File: config.mk
export PLATFORM = sky130hd
export DESIGN_NAME = tss_front
export DESIGN_NICKNAME = d
export VERILOG_FILES = /design/src/hdl/tss_pkg.sv /design/src/hdl/tss_front.sv
export SDC_FILE = /design/constraint.sdc
export NUM_CORES = 1
export LEC_CHECK = 0
export BUFFER_PORTS_ARGS = -buffer_cell sky130_fd_sc_hd__buf_4
export CORE_ASPECT_RATIO = 1.25
export CORE_MARGIN = 3
export CORE_UTILIZATION = 50
export DETAILED_ROUTE_END_ITERATION = 7
export GPL_TIMING_DRIVEN = 0
export PLACE_DENSITY = 0.77
export SYNTH_ARGS = -nofsm -noshare
export SYNTH_HDL_FRONTEND = slang
export SYNTH_SLANG_ARGS = --single-unit
File: constraint.sdc
create_clock -name clk -period 7.3 [get_ports clk]
set_input_delay 0.73 -clock clk [delete_from_list [all_inputs] [get_ports clk]]
set_output_delay 0.73 -clock clk [all_outputs]
set_load 0.1 [all_outputs]
File: src/hdl/tss_pkg.sv
// Shared types, codes and arithmetic helpers for the sliding Theil-Sen line fit.
package tss_pkg;

	localparam int WINDOW_POINTS_DEF = 8;

	localparam logic FUNC_PUSH  = 1'b0;
	localparam logic FUNC_CLEAR = 1'b1;

	localparam logic signed [63:0] S32_MAX = 64'sd2147483647;
	localparam logic signed [63:0] S32_MIN = -64'sd2147483648;

	typedef struct packed {
		logic               func;
		logic signed [31:0] point_x;
		logic signed [31:0] point_y;
	} in_item_t;

	typedef struct packed {
		logic signed [31:0] slope;
		logic signed [31:0] intercept;
		logic [3:0]         points_held;
	} out_item_t;

	typedef struct packed {
		logic               clear;
		logic signed [31:0] x;
		logic signed [31:0] y;
	} cmd_t;

	typedef enum logic [3:0] {
		ST_IDLE,
		ST_DIV_LD,
		ST_DIV_RUN,
		ST_DIV_SAT,
		ST_DIV_WR2,
		ST_COL_RD,
		ST_COL_WR,
		ST_SEL_LD,
		ST_SEL_SCAN,
		ST_SEL_FIN,
		ST_MUL,
		ST_ISUB,
		ST_OUT
	} eng_state_t;

	function automatic logic signed [31:0] sat32(input logic signed [63:0] v);
		logic signed [31:0] r;
		if (v > S32_MAX) begin
			r = 32'sh7fffffff;
		end else if (v < S32_MIN) begin
			r = 32'sh80000000;
		end else begin
			r = v[31:0];
		end
		return r;
	endfunction

endpackage

File: src/hdl/tss_front.sv
// Front end: accepts input beats, classifies them and queues commands for the engine.
module tss_front import tss_pkg::*; (
	input  logic     clk,
	input  logic     arst_n,
	input  logic     item_valid,
	output logic     item_ready,
	input  in_item_t item,
	output logic     cmd_valid,
	input  logic     cmd_ready,
	output cmd_t     cmd
);

	cmd_t       fifo_q [2];
	logic       wr_ptr_q;
	logic       rd_ptr_q;
	logic [1:0] fill_q;
	logic       push;
	logic       pop;
	cmd_t       cmd_in;

	assign item_ready = (fill_q != 2'd2);
	assign cmd_valid  = (fill_q != 2'd0);
	assign cmd        = fifo_q[rd_ptr_q];
	assign push       = item_valid && item_ready;
	assign pop        = cmd_valid && cmd_ready;

	always_comb begin
		cmd_in.clear = (item.func == FUNC_CLEAR);
		cmd_in.x     = item.point_x;
		cmd_in.y     = item.point_y;
	end

	always_ff @(posedge clk or negedge arst_n) begin
		if (!arst_n) begin
			wr_ptr_q <= 1'b0;
			rd_ptr_q <= 1'b0;
			fill_q   <= 2'd0;
		end else begin
			if (push) begin
				wr_ptr_q <= ~wr_ptr_q;
			end
			if (pop) begin
				rd_ptr_q <= ~rd_ptr_q;
			end
			case ({push, pop})
				2'b10:   fill_q <= fill_q + 2'd1;
				2'b01:   fill_q <= fill_q - 2'd1;
				default: fill_q <= fill_q;
			endcase
		end
	end

	always_ff @(posedge clk) begin
		if (push) begin
			fifo_q[wr_ptr_q] <= cmd_in;
		end
	end

endmodule

==> Word level (Yosys, flattened, before mapping) <==
Memory sizes are Yosys's and may differ from the RTL's.
Index checks and enable logic that the tools add are counted.
{ "word_totals": {"mem_bits_rw": 130, "in_bits": 69, "output_inout_bits": 67, "elab_cells": 18, "mem_count": 1, "reg_bits": 4} }
{ "memory_table": {"columns": ["memory", "words", "width", "rd", "rd_ports_with_merged_regs", "wr", "line", "text"], "rows": [
  ["fifo_q", 2, 65, 1, 0, 1, "tss_front.sv:13", "cmd_t fifo_q [2];"]
]} }
{ "classes": {"eq_ne": 3, "n_addsub": 2, "n_bitwise": 2, "n_reduce_logical": 4, "n_mux": 3} }
{ "ops": {"columns": ["op", "count"], "rows": [
  ["one-hot mux 2 bit (2 select lines)", 1],
  ["nonzero test 2 bit", 2],
  ["adder 2 x 1 -> 2 bit (second input constant)", 1],
  ["== test 2 x 1 -> 1 bit (second input constant)", 1],
  ["== test 2 bit (second input constant)", 1],
  ["logical AND 1 bit", 2],
  ["two-way mux 1 bit", 2],
  ["!= test 2 bit (second input constant)", 1],
  ["NOT 1 bit", 2],
  ["subtractor 2 x 1 -> 2 bit (second input constant)", 1]
]} }

==> Logic depth before layout (Yosys ltp) <==
{ "depth": {"word_depth": 4, "mapped_depth": 6, "depth_no_buf": 6} }

==> Least setup slack after synthesis <==
Ideal clock, no wire load.
{ "synth_path": {"path_type": "reg2reg", "from": "register fill_q[0]", "to": "memory fifo_q[0][0] (netlist name), enable pin", "t_required_ns": 6.811, "synth_period_minus_slack_ns": 4.709, "path_stages_with_launch": 4, "setup_ns": 0.489, "n_path_buf": 0, "arrival_ns": 4.220, "slack_ns": 2.591, "path_cell_list": "dfrtp_1 > nand2b_1 > nand2_1 > nor2_1"} }
{ "synth_between": {"elab_chain_len": 4} }
{ "synth_lines": {"columns": ["item", "line", "text"], "rows": [
  ["start, declared", "tss_front.sv:16", "logic [1:0] fill_q;"],
  ["start signal, assigned", "tss_front.sv:46", "2'b10: fill_q <= fill_q + 2'd1;"],
  ["start signal, assigned", "tss_front.sv:47", "2'b01: fill_q <= fill_q - 2'd1;"],
  ["start signal, assigned", "tss_front.sv:48", "default: fill_q <= fill_q;"],
  ["!= test 2 bit", "tss_front.sv:21", "assign item_ready = (fill_q != 2'd2);"],
  ["via item_ready", "tss_front.sv:6", "output logic item_ready,"],
  ["logical AND 1 bit", "tss_front.sv:24", "assign push = item_valid && item_ready;"],
  ["two-way mux 1 bit", "tss_front.sv:54", "if (push) begin"],
  ["two-way mux 1 bit (implied by the code)", "tss_front.sv:55", "fifo_q[wr_ptr_q] <= cmd_in;"],
  ["end, declared", "tss_front.sv:13", null]
]} }
The timed path passes the listed nets, and every way through them passes these cells.

==> results.tsv <==
metric	value	unit
multi-input logic area	990	sq um
DRT Pass-1 Iters	4	
largest net degree at the start of global routing	66	
Worst Tran Pin Value	0.901	ns
Antenna diodes	0	
CTS Hold Bufs	0	
Hold Vio Cnt, Final	0	
core area	0.00971	sq mm
crit start category	flop	
Final Skew	0.00703	ns
All-Layer GR Usage	16.9	%
Die Ht	118	microns
# Max-Cap Violations	0	
Top Ports	136	
WL final	8.81	mm
hpwl dp	5.91	mm
num rows	40	
status	finished, final reports clean	
DR iter-0 viols	107	
top cells by count, synth	edfxtp_1, mux2_4, mux2_2	
DR DRC count	0	
TritonCTS clock tree	built	
crit-path max FO	10	
final-report setup violation count	0	
Seq cells post-synth	134	
total grt overflow	0	
Avg Cell Area, Syn	23.0	sq um
Initial Util	52.0	%
flop-to-flop setup slack	5.49	ns
pins over their slew limit	0	
Crit path required time	6.57	ns
post-synth top area cell	edfxtp_1	
Clock Pin Slew Worst Setup and Hold Paths	0.05	ns
clock tree root driver cell	clkbuf_16	
first-pass GRT wire length	13.9	mm
initial antenna violation count	0	
via count	2537	
# fillers	683	
Synth Flop Type	edfxtp_1	
worst r2r path cells	2	
synth-to-layout area growth	35.3	%
Tmin final	2.44	ns
Cell Area, Synth	0.00505	sq mm
Worst slew margin	39.9	%
post-cts resize count	0	
WP data arrival	1.71	ns
RSZ-0062 raised after global routing	no	
Peak Freq	0.410	GHz
warnings from Yosys	0	
vias per inst	4.94	
Syn Nets	289	
Horiz. Die Dim	95.9	microns
# H-tree levels	4	
Buffers on Ports	135	
Setup CP Type	reg2out	
post-synth cell types	15	
Detail Route Antenna Nets	0	
WL/cell	17.1	microns
EDFF count, synth	130	
register area share after synthesis	79.3	%
Worst Hold Class	in2async	
cells after synthesis	219	
ys async rst share	2.99	%
GP Congestion	0.725	
Setup TNS	0	ns
postcts setup bufs	0	
Clk Latency, worst-skew pair	0.40	ns
Yosys top cell area share	77.3	%
clock sinks	134	
TritonCTS Buffers	17	
Longest Clk Path Bufs	2	
end of the worst register-to-register path	fifo_q[1][36]	
Worst Setup End Kind	output port	
die area	0.0113	sq mm
Register Area	0.00400	sq mm
fin nets	445	
vias in the first global route	2820	
Synth area leaders	edfxtp_1, mux2_4, mux2_2, dfrtp_1, buf_6	
worst r2r src	fill_q[0]	
launch point of the worst path	rd_ptr_q	
most common cell in the netlist	edfxtp_1	
period utilization	33.4	%
layout cells sized above 1	61.1	%
worst max-delay path by stage:
| stage | to | slack (ns) | cells after the start |
|---|---|---|---|
| after floorplan | fifo_q[0][0] | 2.59 | 3 |
| after global placement | fifo_q[0][41] | 1.68 | 3 |
| after detailed placement | cmd[49] | 5.26 | 4 |
| after CTS | cmd[47] | 4.81 | 4 |
| after global routing | cmd[47] | 4.75 | 4 |
| final | cmd[47] | 4.86 | 4 |
layout make-up:
type	count	share of cell area [%]
Clock buffer	26	7.02
Clock inverter	6	1.17
Timing Repair Buffer	137	15.4
Multi-Input combinational cell	78	14.5
Sequential cell	134	58.6
Tap cell	126	2.31
Buffer	7	0.971
cell usage in the layout, fill, tap and decap left out, drive strengths merged:
cell type / n
and3: 1
and2: 1
nand2b: 1
buf: 144
clkbuf: 26
dfrtp: 4
or2: 1
clkinv: 4
mux2: 65
ha: 1
edfxtp: 130
xnor2: 3
nand2: 1
xor2: 2
nor2: 2
bufinv: 2
per-layer routing:
layer | track usage (%) | up-vias | share of wire [%]
met5 | 0 | - | 0
met4 | 9.70 | 0 | 3.7
met1 | 18.3 | 1235 | 36
li1 | - | 1179 | -
met3 | 5.41 | 24 | 6.6
met2 | 28.3 | 99 | 54
per-stage QoR:
step	std cells	worst slack, ns	hold slack, ns	utilization, %	area [sq um]
2_1_floorplan	219	2.59	0.434	-	5050
3_3_place_gp	480	1.68	0.475	64.0	6220
3_5_place_dp	482	5.26	0.484	64.6	6270
4_1_cts	514	4.81	0.0982	70.3	6830
5_1_grt	514	4.75	0.0951	70.3	6830
6_report	514	4.86	0.117	70.3	6830
critical path, cell delays in order, from the launching register on:
cell and delay (ns):
dfrtp_1 0.37, buf_6 0.18, buf_6 0.20, mux2_4 0.33, buf_4 0.24
cell families (layout without fill, tap and decap cells):
| group | Yosys count | in the layout | share of synthesized area, % |
|---|---|---|---|
| DFF | 134 | 134 | 79.3 |
| muxes | 65 | 65 | 17.5 |
| and+or+nand+nor | 7 | 7 | 0.769 |
| buffers and inverters | 7 | 176 | 1.31 |
| xor gates and xnor gates | 5 | 5 | 0.868 |
| adders and majority gates | 1 | 1 | 0.248 |
flip-flops by register name (all words and copies together), names as in the netlist:
name / cells
fifo_q: 130
fill_q: 2
rd_ptr_q: 1
wr_ptr_q: 1
Power is left out: the tool's default activity adds up to more than one toggle a clock period on the data nets, which glitch-free logic cannot reach.
